## src/rtl/core/hgp_pkg.sv

```systemverilog
`timescale 1ns / 1ps
`default_nettype none

package hgp_pkg;

  // Default widths of the length prefix and the list depth counter.
  localparam int LENGTH_BITS_DEF = 16;
  localparam int DEPTH_BITS_DEF  = 8;

  // Queue between the parser and the output side.
  localparam int FIFO_DEPTH    = 4;
  localparam int FIFO_PTR_BITS = 2;

  // Byte codes the parser reacts to.
  localparam logic [7:0] CH_OPEN  = 8'h28;
  localparam logic [7:0] CH_CLOSE = 8'h29;
  localparam logic [7:0] CH_LF    = 8'h0A;
  localparam logic [7:0] CH_SPACE = 8'h20;
  localparam logic [7:0] CH_ZERO  = 8'h30;
  localparam logic [7:0] CH_NINE  = 8'h39;

  typedef enum logic [2:0] {
    PH_WAIT    = 3'd0,
    PH_VERSION = 3'd1,
    PH_CAPS    = 3'd2,
    PH_URL     = 3'd3,
    PH_AGENT   = 3'd4,
    PH_DONE    = 3'd5
  } phase_t;

  typedef enum logic [2:0] {
    KIND_VERSION  = 3'd0,
    KIND_CAP_BYTE = 3'd1,
    KIND_CAP_END  = 3'd2,
    KIND_URL_BYTE = 3'd3,
    KIND_AGT_BYTE = 3'd4,
    KIND_STATUS   = 3'd5
  } kind_t;

  typedef enum logic [1:0] {
    ST_OK        = 2'd0,
    ST_URL_OVER  = 2'd1,
    ST_AGT_OVER  = 2'd2,
    ST_MALFORMED = 2'd3
  } status_t;

  // One result beat.
  typedef struct packed {
    kind_t      kind;
    logic [7:0] data;
    status_t    status;
  } res_t;

  // All results caused by one input byte: one or two.
  typedef struct packed {
    logic two;
    res_t r1;
    res_t r0;
  } rec_t;

  // Queue status seen by both sides.
  typedef struct packed {
    logic full;
    logic empty;
  } fifo_stat_t;

endpackage

`default_nettype wire

```

## src/rtl/core/handshake_greeting_parser.sv

```systemverilog
// A result group is written into the queue; each result beat then passes through the output register.
// Throughput: one input byte per cycle while the queue is not full; a byte with two results (the last
// byte of a message that also yields a data result) goes out as two output beats, and the
// four-entry queue between parser and output register absorbs that.
// Reset: synchronous, active-low rst_n clears parser state, queue and output valid.
`timescale 1ns / 1ps
`default_nettype none

module handshake_greeting_parser #(
  parameter int LENGTH_BITS = hgp_pkg::LENGTH_BITS_DEF,
  parameter int DEPTH_BITS  = hgp_pkg::DEPTH_BITS_DEF
) (
  input  wire         clk,
  input  wire         rst_n,
  input  wire         in_tvalid,
  output logic        in_tready,
  input  wire  [7:0]  in_tdata,   // [7:0] in_byte
  input  wire         in_tlast,   // is_last
  output logic        out_tvalid,
  input  wire         out_tready,
  output logic [15:0] out_tdata,  // [7:0] data, [9:8] status, [15:10] zero
  output logic [2:0]  out_tuser,  // [2:0] kind
  output logic        out_tlast   // end_of_run
);

  hgp_pkg::fifo_stat_t stat;
  hgp_pkg::rec_t       push_rec, head_rec;
  hgp_pkg::res_t       out_res;
  logic                push, pop;

  // Front: byte parser.
  hgp_front #(
    .LENGTH_BITS(LENGTH_BITS),
    .DEPTH_BITS (DEPTH_BITS)
  ) u_front (
    .clk     (clk),
    .rst_n   (rst_n),
    .in_valid(in_tvalid),
    .in_ready(in_tready),
    .in_byte (in_tdata),
    .in_last (in_tlast),
    .stat    (stat),
    .push    (push),
    .push_rec(push_rec)
  );

  // Queue of per-byte result groups.
  hgp_fifo u_fifo (
    .clk     (clk),
    .rst_n   (rst_n),
    .push    (push),
    .push_rec(push_rec),
    .pop     (pop),
    .head_rec(head_rec),
    .stat    (stat)
  );

  // Back: serializes results into the output register.
  hgp_back u_back (
    .clk      (clk),
    .rst_n    (rst_n),
    .head_rec (head_rec),
    .stat     (stat),
    .pop      (pop),
    .out_valid(out_tvalid),
    .out_ready(out_tready),
    .out_res  (out_res),
    .out_last (out_tlast)
  );

  assign out_tdata = {6'b0, out_res.status, out_res.data};
  assign out_tuser = out_res.kind;

  // The queue cannot be full and empty at once.
  assert property (@(posedge clk) disable iff (!rst_n) !(stat.full && stat.empty))
    else $error("queue full and empty together");

  // A last byte always leaves a status group in the queue.
  assert property (@(posedge clk) disable iff (!rst_n)
    (in_tvalid && in_tready && in_tlast) |=> !stat.empty)
    else $error("last byte produced no queue entry");

  // A status beat always closes its byte's run.
  assert property (@(posedge clk) disable iff (!rst_n)
    (out_tvalid && (out_tuser == hgp_pkg::KIND_STATUS)) |-> out_tlast)
    else $error("status beat without end of run");

  // Non-status beats carry a zero status field.
  assert property (@(posedge clk) disable iff (!rst_n)
    (out_tvalid && (out_tuser != hgp_pkg::KIND_STATUS)) |-> (out_tdata[9:8] == 2'b00))
    else $error("status set on a data beat");

endmodule

`default_nettype wire

```

## src/rtl/core/hgp_fifo.sv

```systemverilog
`timescale 1ns / 1ps
`default_nettype none

module hgp_fifo (
  input  wire              clk,
  input  wire              rst_n,
  input  wire              push,
  input  hgp_pkg::rec_t    push_rec,
  input  wire              pop,
  output hgp_pkg::rec_t    head_rec,
  output hgp_pkg::fifo_stat_t stat
);

  hgp_pkg::rec_t mem_r [hgp_pkg::FIFO_DEPTH];
  logic [hgp_pkg::FIFO_PTR_BITS-1:0] wr_ptr_r, wr_ptr_nxt;
  logic [hgp_pkg::FIFO_PTR_BITS-1:0] rd_ptr_r, rd_ptr_nxt;
  logic [hgp_pkg::FIFO_PTR_BITS:0]   cnt_r, cnt_nxt;
  logic do_push, do_pop;

  // Status and head entry.
  assign stat = '{
    full:  (cnt_r == (hgp_pkg::FIFO_PTR_BITS+1)'(hgp_pkg::FIFO_DEPTH)),
    empty: (cnt_r == '0)
  };
  assign head_rec   = mem_r[rd_ptr_r];

  assign do_push = push && !stat.full;
  assign do_pop  = pop && !stat.empty;

  // Pointer and count updates.
  always_comb begin
    wr_ptr_nxt = do_push ? wr_ptr_r + 1'b1 : wr_ptr_r;
    rd_ptr_nxt = do_pop ? rd_ptr_r + 1'b1 : rd_ptr_r;
    cnt_nxt    = cnt_r;
    if (do_push && !do_pop) begin
      cnt_nxt = cnt_r + 1'b1;
    end else if (do_pop && !do_push) begin
      cnt_nxt = cnt_r - 1'b1;
    end
  end

  always_ff @(posedge clk) begin
    if (!rst_n) begin
      wr_ptr_r <= '0;
      rd_ptr_r <= '0;
      cnt_r    <= '0;
    end else begin
      wr_ptr_r <= wr_ptr_nxt;
      rd_ptr_r <= rd_ptr_nxt;
      cnt_r    <= cnt_nxt;
    end
  end

  // Storage needs no reset.
  always_ff @(posedge clk) begin
    if (do_push) begin
      mem_r[wr_ptr_r] <= push_rec;
    end
  end

endmodule

`default_nettype wire

```

## src/rtl/core/hgp_front.sv

```systemverilog
`timescale 1ns / 1ps
`default_nettype none

module hgp_front #(
  parameter int LENGTH_BITS = hgp_pkg::LENGTH_BITS_DEF,
  parameter int DEPTH_BITS  = hgp_pkg::DEPTH_BITS_DEF
) (
  input  wire                 clk,
  input  wire                 rst_n,
  input  wire                 in_valid,
  output logic                in_ready,
  input  wire  [7:0]          in_byte,
  input  wire                 in_last,
  input  hgp_pkg::fifo_stat_t stat,
  output logic                push,
  output hgp_pkg::rec_t       push_rec
);

  localparam int MW = LENGTH_BITS + 4;

  logic [DEPTH_BITS-1:0]  depth_r, depth_nxt;
  hgp_pkg::phase_t        phase_r, phase_nxt;
  logic                   caps_seen_r, caps_seen_nxt;
  logic                   word_has_r, word_has_nxt;
  logic [LENGTH_BITS-1:0] accum_r, accum_nxt;
  logic [LENGTH_BITS:0]   remain_r, remain_nxt;
  logic                   copying_r, copying_nxt;
  logic                   url_ne_r, url_ne_nxt;

  logic          accept;
  logic          blank, digit;
  logic          body_vld;
  hgp_pkg::res_t body_res, stat_res;
  logic [MW-1:0] acc_ext, acc_mul;

  assign in_ready = !stat.full;
  assign accept   = in_valid && in_ready;

  assign blank = (in_byte == hgp_pkg::CH_SPACE) || (in_byte == hgp_pkg::CH_LF);
  assign digit = (in_byte >= hgp_pkg::CH_ZERO) && (in_byte <= hgp_pkg::CH_NINE);

  // Decimal prefix step: accum * 10 + digit, as two shifts and adds.
  assign acc_ext = {4'b0, accum_r};
  assign acc_mul = (acc_ext << 3) + (acc_ext << 1) + {{(MW-4){1'b0}}, in_byte[3:0]};

  // Parser state update and result forming for one byte.
  always_comb begin
    depth_nxt     = depth_r;
    phase_nxt     = phase_r;
    caps_seen_nxt = caps_seen_r;
    word_has_nxt  = word_has_r;
    accum_nxt     = accum_r;
    remain_nxt    = remain_r;
    copying_nxt   = copying_r;
    url_ne_nxt    = url_ne_r;
    body_vld      = 1'b0;
    body_res      = '{kind: hgp_pkg::KIND_VERSION, data: 8'h00, status: hgp_pkg::ST_OK};
    stat_res      = '{kind: hgp_pkg::KIND_STATUS, data: 8'h00, status: hgp_pkg::ST_OK};

    if (copying_r) begin
      // Inside a string: pass bytes, the final counted byte is swallowed.
      if (remain_r > (LENGTH_BITS+1)'(1)) begin
        body_vld      = 1'b1;
        body_res.kind = (phase_r == hgp_pkg::PH_URL) ? hgp_pkg::KIND_URL_BYTE
                                                     : hgp_pkg::KIND_AGT_BYTE;
        body_res.data = in_byte;
      end
      remain_nxt = remain_r - 1'b1;
      if (remain_r == (LENGTH_BITS+1)'(1)) begin
        copying_nxt = 1'b0;
        phase_nxt   = (phase_r == hgp_pkg::PH_URL) ? hgp_pkg::PH_AGENT : hgp_pkg::PH_DONE;
        accum_nxt   = '0;
      end
    end else if (in_byte == hgp_pkg::CH_OPEN) begin
      depth_nxt = depth_r + 1'b1;
      if (depth_nxt == DEPTH_BITS'(2)) begin
        caps_seen_nxt = 1'b1;
      end
    end else if (in_byte == hgp_pkg::CH_CLOSE) begin
      depth_nxt = depth_r - 1'b1;
    end else begin
      // A blank closes a capability word that has bytes.
      if (blank && (phase_r == hgp_pkg::PH_CAPS) && word_has_r) begin
        body_vld      = 1'b1;
        body_res.kind = hgp_pkg::KIND_CAP_END;
        word_has_nxt  = 1'b0;
      end
      unique case (phase_r)
        hgp_pkg::PH_WAIT: begin
          if (depth_r == DEPTH_BITS'(1)) begin
            phase_nxt = hgp_pkg::PH_VERSION;
          end
        end
        hgp_pkg::PH_VERSION: begin
          if (digit) begin
            body_vld      = 1'b1;
            body_res.kind = hgp_pkg::KIND_VERSION;
            body_res.data = {4'b0, in_byte[3:0]};
          end
          phase_nxt = hgp_pkg::PH_CAPS;
        end
        hgp_pkg::PH_CAPS: begin
          if (caps_seen_r && (depth_r == DEPTH_BITS'(1))) begin
            phase_nxt = hgp_pkg::PH_URL;
            accum_nxt = '0;
          end else if (!blank) begin
            body_vld      = 1'b1;
            body_res.kind = hgp_pkg::KIND_CAP_BYTE;
            body_res.data = in_byte;
            word_has_nxt  = 1'b1;
          end
        end
        hgp_pkg::PH_URL, hgp_pkg::PH_AGENT: begin
          if (in_byte != hgp_pkg::CH_SPACE) begin
            if (digit) begin
              if (acc_mul[MW-1:LENGTH_BITS] != '0) begin
                accum_nxt = '1;
              end else begin
                accum_nxt = acc_mul[LENGTH_BITS-1:0];
              end
            end else begin
              // Any other byte ends the prefix and opens the string.
              if ((phase_r == hgp_pkg::PH_URL) && (accum_r != '0)) begin
                url_ne_nxt = 1'b1;
              end
              remain_nxt  = {1'b0, accum_r} + 1'b1;
              copying_nxt = 1'b1;
              accum_nxt   = '0;
            end
          end
        end
        default: begin
        end
      endcase
    end

    // Final status on the last byte, then back to the idle state.
    if (in_last) begin
      priority if (copying_nxt) begin
        stat_res.status = (phase_nxt == hgp_pkg::PH_URL) ? hgp_pkg::ST_URL_OVER
                                                         : hgp_pkg::ST_AGT_OVER;
      end else if ((depth_nxt != '0) || !url_ne_nxt) begin
        stat_res.status = hgp_pkg::ST_MALFORMED;
      end else begin
        stat_res.status = hgp_pkg::ST_OK;
      end
      depth_nxt     = '0;
      phase_nxt     = hgp_pkg::PH_WAIT;
      caps_seen_nxt = 1'b0;
      word_has_nxt  = 1'b0;
      accum_nxt     = '0;
      remain_nxt    = '0;
      copying_nxt   = 1'b0;
      url_ne_nxt    = 1'b0;
    end

    // Pack the beat's results for the queue.
    push         = accept && (body_vld || in_last);
    push_rec.two = body_vld && in_last;
    push_rec.r0  = body_vld ? body_res : stat_res;
    push_rec.r1  = stat_res;
  end

  always_ff @(posedge clk) begin
    if (!rst_n) begin
      depth_r     <= '0;
      phase_r     <= hgp_pkg::PH_WAIT;
      caps_seen_r <= 1'b0;
      word_has_r  <= 1'b0;
      accum_r     <= '0;
      remain_r    <= '0;
      copying_r   <= 1'b0;
      url_ne_r    <= 1'b0;
    end else if (accept) begin
      depth_r     <= depth_nxt;
      phase_r     <= phase_nxt;
      caps_seen_r <= caps_seen_nxt;
      word_has_r  <= word_has_nxt;
      accum_r     <= accum_nxt;
      remain_r    <= remain_nxt;
      copying_r   <= copying_nxt;
      url_ne_r    <= url_ne_nxt;
    end
  end

endmodule

`default_nettype wire

```

## src/rtl/core/hgp_back.sv

```systemverilog
`timescale 1ns / 1ps
`default_nettype none

module hgp_back (
  input  wire                 clk,
  input  wire                 rst_n,
  input  hgp_pkg::rec_t       head_rec,
  input  hgp_pkg::fifo_stat_t stat,
  output logic                pop,
  output logic                out_valid,
  input  wire                 out_ready,
  output hgp_pkg::res_t       out_res,
  output logic                out_last
);

  logic          valid_r, valid_nxt;
  logic          idx_r, idx_nxt;
  hgp_pkg::res_t res_r, res_nxt;
  logic          last_r, last_nxt;
  logic          load, rec_done;
  hgp_pkg::res_t sel_res;

  assign out_valid = valid_r;
  assign out_res   = res_r;
  assign out_last  = last_r;

  // The output register refills when empty or when its beat is taken.
  assign load     = !valid_r || out_ready;
  assign sel_res  = idx_r ? head_rec.r1 : head_rec.r0;
  assign rec_done = idx_r || !head_rec.two;

  always_comb begin
    valid_nxt = valid_r;
    idx_nxt   = idx_r;
    res_nxt   = res_r;
    last_nxt  = last_r;
    pop       = 1'b0;
    if (load) begin
      valid_nxt = !stat.empty;
      if (!stat.empty) begin
        res_nxt  = sel_res;
        last_nxt = rec_done;
        pop      = rec_done;
        idx_nxt  = !rec_done;
      end
    end
  end

  always_ff @(posedge clk) begin
    if (!rst_n) begin
      valid_r <= 1'b0;
      idx_r   <= 1'b0;
    end else begin
      valid_r <= valid_nxt;
      idx_r   <= idx_nxt;
    end
  end

  always_ff @(posedge clk) begin
    res_r  <= res_nxt;
    last_r <= last_nxt;
  end

endmodule

`default_nettype wire
```

## config.mk

```make
export PLATFORM = sky130hd
export DESIGN_NAME = handshake_greeting_parser
export DESIGN_NICKNAME = d
export VERILOG_FILES = /design/src/rtl/core/hgp_pkg.sv /design/src/rtl/core/handshake_greeting_parser.sv /design/src/rtl/core/hgp_fifo.sv /design/src/rtl/core/hgp_front.sv /design/src/rtl/core/hgp_back.sv
export SDC_FILE = /design/constraint.sdc
export NUM_CORES = 1
export LEC_CHECK = 0
export ABC_AREA = 1
export BUFFER_PORTS_ARGS = -buffer_cell sky130_fd_sc_hd__buf_2
export CAP_MARGIN = 10
export CELL_PAD_IN_SITES_DETAIL_PLACEMENT = 0
export CELL_PAD_IN_SITES_GLOBAL_PLACEMENT = 1
export CORE_MARGIN = 4
export CORE_UTILIZATION = 44
export CTS_BUF_LIST = sky130_fd_sc_hd__clkbuf_4 sky130_fd_sc_hd__clkbuf_8 sky130_fd_sc_hd__clkbuf_16
export CTS_CLUSTER_SIZE = 8
export DETAILED_ROUTE_END_ITERATION = 6
export GPL_ROUTABILITY_DRIVEN = 0
export HOLD_SLACK_MARGIN = 0.15
export PLACE_DENSITY = 0.88
export SLEW_MARGIN = 25
export SYNTH_ARGS = -nofsm -noshare
export SYNTH_HDL_FRONTEND = slang
export SYNTH_HIERARCHICAL = 1
export SYNTH_SLANG_ARGS = --single-unit
```

## constraint.sdc

```tcl
create_clock -name clk -period 3.5 [get_ports clk]
set_input_delay 0.7 -clock clk [delete_from_list [all_inputs] [get_ports clk]]
set_output_delay 0.7 -clock clk [all_outputs]
set_load 0.05 [all_outputs]
```

; Word-level counts from Yosys, hierarchy flattened
; Memories as Yosys holds them, arrays and structs flattened. A register that Yosys moved wholly into a read port is not among the register bits.
; Index checks and enable logic that the tools add are counted.
[classes]
magnitude_cmp = 3
muxes = 91
eq_ne = 23
n_reduce_logical = 42
n_addsub = 10
bitwise_logic = 1
[ops]
columns = op, count
row1 = $mux 16, 9
row2 = $mux 17, 7
row3 = $mux 11, 5
row4 = $mux 1, 41
row5 = $mux 8, 4
row6 = $pmux 16 s2, 1
row7 = $mux 3, 10
row8 = $mux 13, 2
row9 = $eq 8x6->1 const B, 3
row10 = $pmux 11 s2, 1
row11 = $add 19x17->20, 1
row12 = $add 20x4->20, 1
row13 = $mux 10, 2
row14 = $add 16x1->17 const B, 1
row15 = $eq 17x1->1 const B, 1
row16 = $gt 17x1->1 const B, 1
row17 = $sub 17x1->17 const B, 1
row18 = $reduce_bool 16->1, 1
row19 = $mux 2, 7
row20 = $logic_and 1x1->1, 12
row21 = $eq 3x2->1 const B, 3
row22 = $ne 3x2->1 const B, 3
row23 = $pmux 3 s3, 1
row24 = $add 8x1->8 const B, 1
row25 = other kinds (30), 51
[word_totals]
n_memories = 1
out_inout_bits = 22
input_bits = 13
ff_bits = 71
mem_bits_rw = 64
[memory_table]
columns = name, words, word_bits, read_ports, rd_ports_with_merged_regs, wr, line
row1 = u_fifo.mem_r, 4, 16, 1, 1, 1, hgp_fifo.sv:14  ; hgp_pkg::rec_t mem_r [hgp_pkg::FIFO_DEPTH];

; Depth between registers and ports, before layout
; Gate-level depths: netlist (run 1).
[logic_depth]
ltp_word = 18
mapped_depth = 24
mapped_depth_nobuf = 24

; Cells and area by module
; Netlist (run 1), hierarchy kept.
[modules_own_cells]
columns = mod, cells_each, area_per_inst_um2, seq_area_each_um2, n_inst
row1 = hgp_front, 854, 5063.6, 960.9, 1
row2 = hgp_fifo, 331, 4550.6, 3423.3, 1
row3 = hgp_back, 70, 688.2, 460.4, 1
row4 = handshake_greeting_parser, 7, 48.8, 0.0, 1

; Least setup slack after synthesis (run 1)
; OpenSTA, ideal clock, no wires.
[synth_path]
path_type = input port to flip-flop
start = in in_tdata[2]
end = mem u_fifo/mem_r[1][0] in the netlist's numbering (enable)
slack_ns = 0.126
required_time_ns = 3.089
cell_stages = 14
arrival_time_ns = 2.963
path_cell_list = inv_1 > nand2_1 > nor2_1 > nand2_2 > nand2_2 > nor2_2 > o21ai_0 > nand2_1 > inv_1 > nand3_1 > nand2_1 > inv_1 > nand2_2 > nor2_1
[synth_via]
elab_chain_len = 16
elab_cells_between_ends = 23
classes_between = order compare (2) / eq/ne (4) / mux (10) / reduce/logical (7)
[synth_rtl]
columns = element, line
row1 = start: declaration, handshake_greeting_parser.sv:17  ; input wire [7:0] in_tdata,
row2 = $eq 8x6->1 / $eq 8x4->1 (equally long branches), hgp_front.sv:39  ; assign blank = (in_byte == hgp_pkg::CH_SPACE) || (in_byte == hgp_pkg::CH_LF);
row3 = $logic_or 1x1->1, hgp_front.sv:39
row4 = $logic_and 1x1->1 (2 in a row), hgp_front.sv:83  ; if (blank && (phase_r == hgp_pkg::PH_CAPS) && word_has_r) begin
row5 = $mux 1, hgp_front.sv:83
row6 = $mux 1, hgp_front.sv:106  ; end else if (!blank) begin
row7 = $mux 1, hgp_front.sv:103  ; if (caps_seen_r && (depth_r == DEPTH_BITS'(1))) begin
row8 = $pmux 1 s2, hgp_front.sv:88  ; unique case (phase_r)
row9 = $mux 1, hgp_front.sv:79  ; end else if (in_byte == hgp_pkg::CH_CLOSE) begin
row10 = $mux 1 (*), hgp_front.sv:74  ; end else if (in_byte == hgp_pkg::CH_OPEN) begin
row11 = $mux 1 (*), hgp_front.sv:60  ; if (copying_r) begin
row12 = $logic_or 1x1->1 (*), hgp_front.sv:158  ; push = accept && (body_vld || in_last);
row13 = $logic_and 1x1->1 (*), hgp_front.sv:158
row14 = net push, handshake_greeting_parser.sv:29  ; logic push, pop;
row15 = $logic_and 1x1->1 (*), hgp_fifo.sv:27  ; assign do_push = push && !stat.full;
row16 = $mux 1 (*), hgp_fifo.sv:56  ; if (do_push) begin
row17 = $mux 1 (implied by the code) (*), hgp_fifo.sv:57  ; mem_r[wr_ptr_r] <= push_rec;
row18 = end: declaration, hgp_fifo.sv:14
; The timed path passes the listed nets; every way through them passes the cells marked *.

; Final worst setup path (run 1)
[layout_path]
start = reg u_front.depth_r[1]
end = reg u_fifo/cnt_r[1] in the netlist's numbering
[layout_via]
elab_cells_between_ends = 15
classes_between = eq/ne (1) / mux (6) / reduce/logical (8)
[layout_rtl]
columns = element, line
row1 = start: declaration, hgp_front.sv:21  ; logic [DEPTH_BITS-1:0] depth_r, depth_nxt;
row2 = start signal: assignment, hgp_front.sv:175  ; depth_r <= depth_nxt;
row3 = $eq 8x1->1, hgp_front.sv:103
row4 = $logic_and 1x1->1, hgp_front.sv:103
row5 = $mux 1, hgp_front.sv:103
row6 = $pmux 1 s2, hgp_front.sv:88
row7 = $mux 1, hgp_front.sv:79
row8 = $mux 1, hgp_front.sv:74
row9 = $mux 1, hgp_front.sv:60
row10 = $logic_or 1x1->1, hgp_front.sv:158
row11 = $logic_and 1x1->1, hgp_front.sv:158
row12 = net push, handshake_greeting_parser.sv:29
row13 = $logic_and 1x1->1, hgp_fifo.sv:27
row14 = net u_fifo.do_push, hgp_fifo.sv:18  ; logic do_push, do_pop;
row15 = $logic_and 1x1->1, hgp_fifo.sv:35  ; if (do_push && !do_pop) begin
row16 = $mux 3, hgp_fifo.sv:35
row17 = "net u_fifo.cnt_nxt, one bit", hgp_fifo.sv:17  ; logic [hgp_pkg::FIFO_PTR_BITS:0] cnt_r, cnt_nxt;
row18 = end signal: assignment, hgp_fifo.sv:50  ; cnt_r <= cnt_nxt;
row19 = end: declaration, hgp_fifo.sv:17
; The timed path passes the listed nets, and every way through them passes these cells.
; A chain may end at the register's enable or synchronous reset.

==> results of run 1 <==
[registers in the layout, summed over array words and instances (netlist names), named ones only]
name / flops
u_front/phase_r: 3
u_fifo/mem_r: 108
u_front/caps_seen_r: 1
u_back/out_res: 13
u_back/idx_r: 1
u_fifo/cnt_r: 3
u_back/out_valid: 1
u_front/accum_r: 16
u_front/depth_r: 8
u_front/url_ne_r: 1
u_front/word_has_r: 1
u_front/remain_r: 17
u_fifo/rd_ptr_r: 2
u_fifo/wr_ptr_r: 2
u_front/copying_r: 1
u_back/out_last: 1
[stage by stage]
stage | hold slack, ns | area (µm²)
after global placement | 0.467 | 10800
after global routing | 0.498 | 11400
after CTS | 0.484 | 11400
after floorplan | 0.453 | 10400
after detailed placement | 0.472 | 10800
final | 0.483 | 11400
[worst min-delay path by stage]
stage,to,slack (ns),cells past startpoint
after global placement,u_front/remain_r[16],0.47,2
after global routing,u_front/remain_r[16],0.50,2
final,u_front/remain_r[16],0.48,2
after CTS,u_front/remain_r[16],0.48,2
after detailed placement,u_front/remain_r[16],0.47,2
after floorplan,u_front/remain_r[16],0.45,2
[kinds of logic after synthesis]
logic type	share of synthesized area, %
AOI/OAI and AO/OA	11.7
xor gates and xnor gates	2.03
adders and majority gates	5.90
buffers and inverters	8.44
DFF	46.8
other	0.109
and+or+nand+nor	25.1
[where the power goes]
group,internal (mW),switching [mW],leakage (nW)
logic,0.441,1.26,2.97
registers,2.58,0.121,1.58
clock network,1.10,0.869,0.297
total,4.12,2.25,4.84
[final cells by class]
cell class                      instances  area (µm²)
Fill cell                            2166       11500
Clock inverter                         14         186
Timing Repair Buffer                   55         405
Inverter                              118         455
Sequential cell                       181        4840
Multi-Input combinational cell        922        4700
Clock buffer                           18         433
Tap cell                              313         392
[per-layer routing]
metal  part of all wire [%]  global-route usage (%)  up-vias
li1                       -                       -     4277
met1                     46                    23.8     3854
met2                     49                    31.3      183
met3                    4.2                    3.04       18
met4                    1.4                    4.58        0
met5                      0                       0        -
[Yosys cell counts (all sizes together) (5+ instances only)]
cell and instances:
inv 117, nand3b 5, clkbuf 10, xor2 14, nor3 11, edfxtp 122, o22ai 29, buf 45
nor2 168, a21oi 78, dfxtp 59, nand2 323, nand3 83, o21ai 94, ha 44, nand4 16
xnor2 10
[critical path: stages, from the launching register on]
cell and delay [ns]:
dfxtp_1 0.36, inv_1 0.11, ha_1 0.15, nand3_1 0.10, nor3b_1 0.43, nor3_1 0.14
o21ai_0 0.20, nand2_1 0.10, inv_1 0.08, nand3_1 0.07, nand2_1 0.07, inv_1 0.07
nand2_2 0.14, inv_1 0.09, ha_1 0.21, inv_1 0.08, fa_1 0.40, o21ai_0 0.17
nor2_1 0.05
==> impl_metrics.json, run 1 <==
{
  "status": "completed",
  "ios": 35,
  "cp-startpoint": "u_front/depth_r[1]",
  "routedWlPerCell_um": 14.4,
  "rows": 55,
  "layout_commonest_cell": "nand2_1",
  "grt.total_usage_pct": 18.1,
  "h-tree-depth": 4,
  "p_leak_nw": 4.84,
  "drive_gt1_share_pct": 10.2,
  "ctsResizeCount": 0,
  "core-area_um2": 22900,
  "critPathKind": "reg2reg",
  "max_clock_freq_ghz": 0.320,
  "die_h_um": 161,
  "fin_crit_ns": 3.12,
  "syn-instance-count": 1262,
  "ys_top_cells_by_area": "edfxtp_1 35%, dfxtp_1 11%, nand2_1 11%",
  "ys_ff_latch": 181,
  "via_per_inst": 5.14,
  "hold_buffers": 0,
  "ys_warn_count": 6,
  "cts_tree": "yes",
  "firstDrtPassIters": 5,
  "grt_pass1_vias": 7839,
  "remaining_drc_errors": 0,
  "initial_core_util_pct": 45.2,
  "min-delay-start": "u_front/remain_r[16]",
  "r2r_cells": 18,
  "yosysTopAreaCell": "edfxtp_1",
  "final.setup_skew_ns": 0.0117,
  "dieArea_um2": 26000,
  "finalSetupViolCount": 0,
  "slew_viol_final": 0,
  "antennaDiodeCount": 0,
  "cts-root-buf": "clkbuf_16",
  "syn_to_final_growth_pct": 10.3,
  "nNetsFinal": 1355,
  "crit_end": "u_fifo/cnt_r[1]",
  "antenna_found_initial": 0,
  "path_max_fanout": 6,
  "clock_sinks": 181,
  "drt_iter0_markers": 542,
  "post-cts-setup-buffer-count": 0,
  "clock_latency_ns": 0.43,
  "r2r-end": "u_fifo/cnt_r[1]",
  "timing.rr.start": "u_front/depth_r[1]",
  "syn_area_um2": 10400,
  "vias": 8332,
  "crit_path_end_kind": "flip-flop",
  "avgSynthCellArea_um2": 8.20,
  "min_path_type": "reg2reg",
  "clk_path_buf_depth": 2,
  "rsz0062_at_grt": "false",
  "wl_um": 23400,
  "fin_ws_ns": 0.376,
  "yosysTopAreaCellShare_pct": 35.4,
  "startpoint_type": "flip-flop",
  "yosysSeqAreaShare_pct": 46.8,
  "grt_overflow": 0,
  "async_reset_ff_share_pct": 0,
  "pwr_density_cell_nw_per_um2": 558,
  "maxCapViolCount": 0,
  "final_core_util_pct": 49.8,
  "hpwl_um": 16500,
  "synthFlopType": "edfxtp_1",
  "ir_worst_vdd_uv": 385,
  "final.setup.tns_ns": 0,
  "grt_pass1_wl_um": 38800,
  "die_w_um": 161,
  "cp.arrival_ns": 3.45,
  "post-place-ws_ns": 0.160,
  "synth_edf_count": 122,
  "worstPathRequired_ns": 3.82,
  "postRouteAntennaNets": 0,
  "worst_slew_pin_slew_ns": 0.705,
  "io_buffers": 28,
  "rrSetupSlack_ns": 0.38,
  "p_total_mw": 6.36,
  "final_cell_mix": "311 x nand2_1, 150 x nor2_1, 122 x edfxtp_1, 107 x inv_1, 81 x nand3_1",
  "grt_max_degree": 55,
  "placed_cells": 1589,
  "fin_cells": 1621,
  "hold_violations": 0,
  "finalCritPeriodShare_pct": 89.3,
  "cts_buffers": 17,
  "relSlewSlack_pct": 53.0,
  "clk_pin_slew_ns": 0.07,
  "yosysUniqueCellTypes": 50
}
(Power assumes the default switching activity.)
==> run 2: changes to the inputs <==
--- a/config.mk
+++ b/config.mk
@@ -6,18 +6,20 @@
 export NUM_CORES = 1
 export LEC_CHECK = 0
 export ABC_AREA = 1
-export BUFFER_PORTS_ARGS = -buffer_cell sky130_fd_sc_hd__buf_2
 export CAP_MARGIN = 10
 export CELL_PAD_IN_SITES_DETAIL_PLACEMENT = 0
 export CELL_PAD_IN_SITES_GLOBAL_PLACEMENT = 1
 export CORE_MARGIN = 4
-export CORE_UTILIZATION = 44
+export CORE_UTILIZATION = 45
 export CTS_BUF_LIST = sky130_fd_sc_hd__clkbuf_4 sky130_fd_sc_hd__clkbuf_8 sky130_fd_sc_hd__clkbuf_16
+export CTS_CLUSTER_DIAMETER = 40
 export CTS_CLUSTER_SIZE = 8
 export DETAILED_ROUTE_END_ITERATION = 6
+export DONT_BUFFER_PORTS = 1
 export GPL_ROUTABILITY_DRIVEN = 0
 export HOLD_SLACK_MARGIN = 0.15
 export PLACE_DENSITY = 0.88
+export RECOVER_POWER = 100
 export SLEW_MARGIN = 25
 export SYNTH_ARGS = -nofsm -noshare
 export SYNTH_HDL_FRONTEND = slang
==> impl_metrics.json, run 2 (synthesis gave the netlist of run 1 again) <==
{
  "fin_crit_ns": 3.11,
  "path_max_fanout": 6,
  "core-area_um2": 22600,
  "io_buffers": 0,
  "finalSetupViolCount": 0,
  "post-place-ws_ns": 0.194,
  "worstPathRequired_ns": 3.84,
  "routedWlPerCell_um": 14.8,
  "hold_buffers": 0,
  "critPathKind": "reg2reg",
  "drt_iter0_markers": 540,
  "rrSetupSlack_ns": 0.39,
  "initial_core_util_pct": 45.7,
  "clock_sinks": 181,
  "p_leak_nw": 4.69,
  "grt_pass1_vias": 7665,
  "grt_overflow": 0,
  "maxCapViolCount": 1,
  "antenna_found_initial": 0,
  "remaining_drc_errors": 0,
  "max_clock_freq_ghz": 0.322,
  "grt_max_degree": 55,
  "die_h_um": 160,
  "postLayoutCellArea_um2": 11100,
  "clock_latency_ns": 0.44,
  "final_cell_mix": "313 x nand2_1, 154 x nor2_1, 122 x edfxtp_1, 109 x inv_1, 82 x nand3_1",
  "crit_path_end_kind": "flip-flop",
  "drive_gt1_share_pct": 6.74,
  "startpoint_type": "flip-flop",
  "via_per_inst": 5.21,
  "antennaDiodeCount": 0,
  "largest_register_ffs": 108,
  "placed_area_um2": 10600,
  "wl_um": 23100,
  "finalCritPeriodShare_pct": 88.9,
  "cts_tree": "yes",
  "status": "complete, but fails checks",
  "fillers": 2150,
  "cts_buffers": 17,
  "rows": 55,
  "violations": "max-capacitance violations, max-slew violations",
  "fin_ws_ns": 0.390,
  "dieArea_um2": 25500,
  "die_w_um": 160,
  "hpwl_um": 16100,
  "regMostFlops": "u_fifo/mem_r",
  "nNetsFinal": 1323,
  "cp.arrival_ns": 3.45,
  "postRouteAntennaNets": 0,
  "clk_path_buf_depth": 2,
  "min_path_type": "in2reg",
  "pwr_density_cell_nw_per_um2": 568,
  "firstDrtPassIters": 5,
  "hold_violations": 0,
  "h-tree-depth": 4,
  "worst_slew_pin_slew_ns": 1.69,
  "ir_worst_vdd_uv": 448,
  "relSlewSlack_pct": -12.8,
  "ios": 35,
  "post-cts-setup-buffer-count": 0,
  "ctsResizeCount": 0,
  "clk_pin_slew_ns": 0.07,
  "top_regs": "u_fifo/mem_r x108, u_front/remain_r x17, u_front/accum_r x16",
  "final.setup.tns_ns": 0,
  "vias": 8139,
  "grt_pass1_wl_um": 38200,
  "slew_viol_final": 43,
  "cts-root-buf": "clkbuf_16",
  "syn_to_final_growth_pct": 7.59,
  "layout_commonest_cell": "nand2_1",
  "grt.total_usage_pct": 18.2,
  "rsz0062_at_grt": "false",
  "final.setup_skew_ns": 0.0206
}
## run 2: changes by cell type in the layout (fill, tap and decap cells not counted), moves of 4 or more
cell / delta
buf_12: -5
buf_2: -28
buf_4: -10
clkbuf_1: +6
clkbuf_16: +4
clkbuf_2: +5
nor2_1: +4
nor2_2: -4
## run 2: routing by layer
| layer | vias up | GRT usage (%) | part of all wire (%) |
|---|---|---|---|
| met4 | 0 | 5.17 | 1.3 |
| met2 | 129 | 32.3 | 50 |
| li1 | 4209 | - | - |
| met3 | 14 | 2.58 | 2.9 |
| met1 | 3787 | 23.2 | 45 |
| met5 | - | 0 | 0 |
## run 2: cell type report
| class | instances | area (µm²) | share of cell area, % |
|---|---|---|---|
| tap | 285 | 357 | 3.20 |
| inverter | 118 | 455 | 4.09 |
| sequential | 181 | 4840 | 43.5 |
| timing repair buffer | 23 | 138 | 1.24 |
| clock inverter | 11 | 141 | 1.27 |
| clock buffer | 21 | 526 | 4.72 |
| multi-input combinational | 922 | 4680 | 42.0 |
## run 2: report_power, final
part           internal, mW  switching (mW)  leakage, nW
sequential             2.59           0.452         1.58
clock                  1.13           0.911        0.325
combinational         0.348           0.894         2.79
## run 2: worst paths after layout
path,startpoint,endpoint,cells past startpoint
worst max-delay path,u_front/depth_r[1],u_fifo/cnt_r[1],18
worst min-delay path,rst_n,u_fifo/cnt_r[2],2
worst max register to register,u_front/depth_r[1],u_fifo/cnt_r[1],18
worst min register to register,u_front/remain_r[16],u_front/remain_r[16],2
## run 2: critical path, cell delays in order (launching register included)
cell and delay, ns:
dfxtp_1 0.36, inv_1 0.12, ha_1 0.15, nand3_1 0.11, nor3b_1 0.37, nor3_1 0.13, o21ai_0 0.21, nand2_1 0.11
inv_1 0.10, nand3_1 0.10, nand2_1 0.08, inv_1 0.07, nand2_2 0.12, inv_1 0.09, ha_1 0.21, inv_1 0.08
fa_1 0.40, o21ai_0 0.16, nor2_1 0.05
## run 2: metrics by stage
step	utilization, %	instances	hold WS (ns)	power, mW
2_1_floorplan	-	1276	0.453	4.15
3_3_place_gp	46.7	1529	0.468	4.36
3_5_place_dp	46.7	1529	0.468	4.39
4_1_cts	49.7	1561	0.371	6.44
5_1_grt	49.2	1561	0.375	6.66
6_report	49.2	1561	0.380	6.33
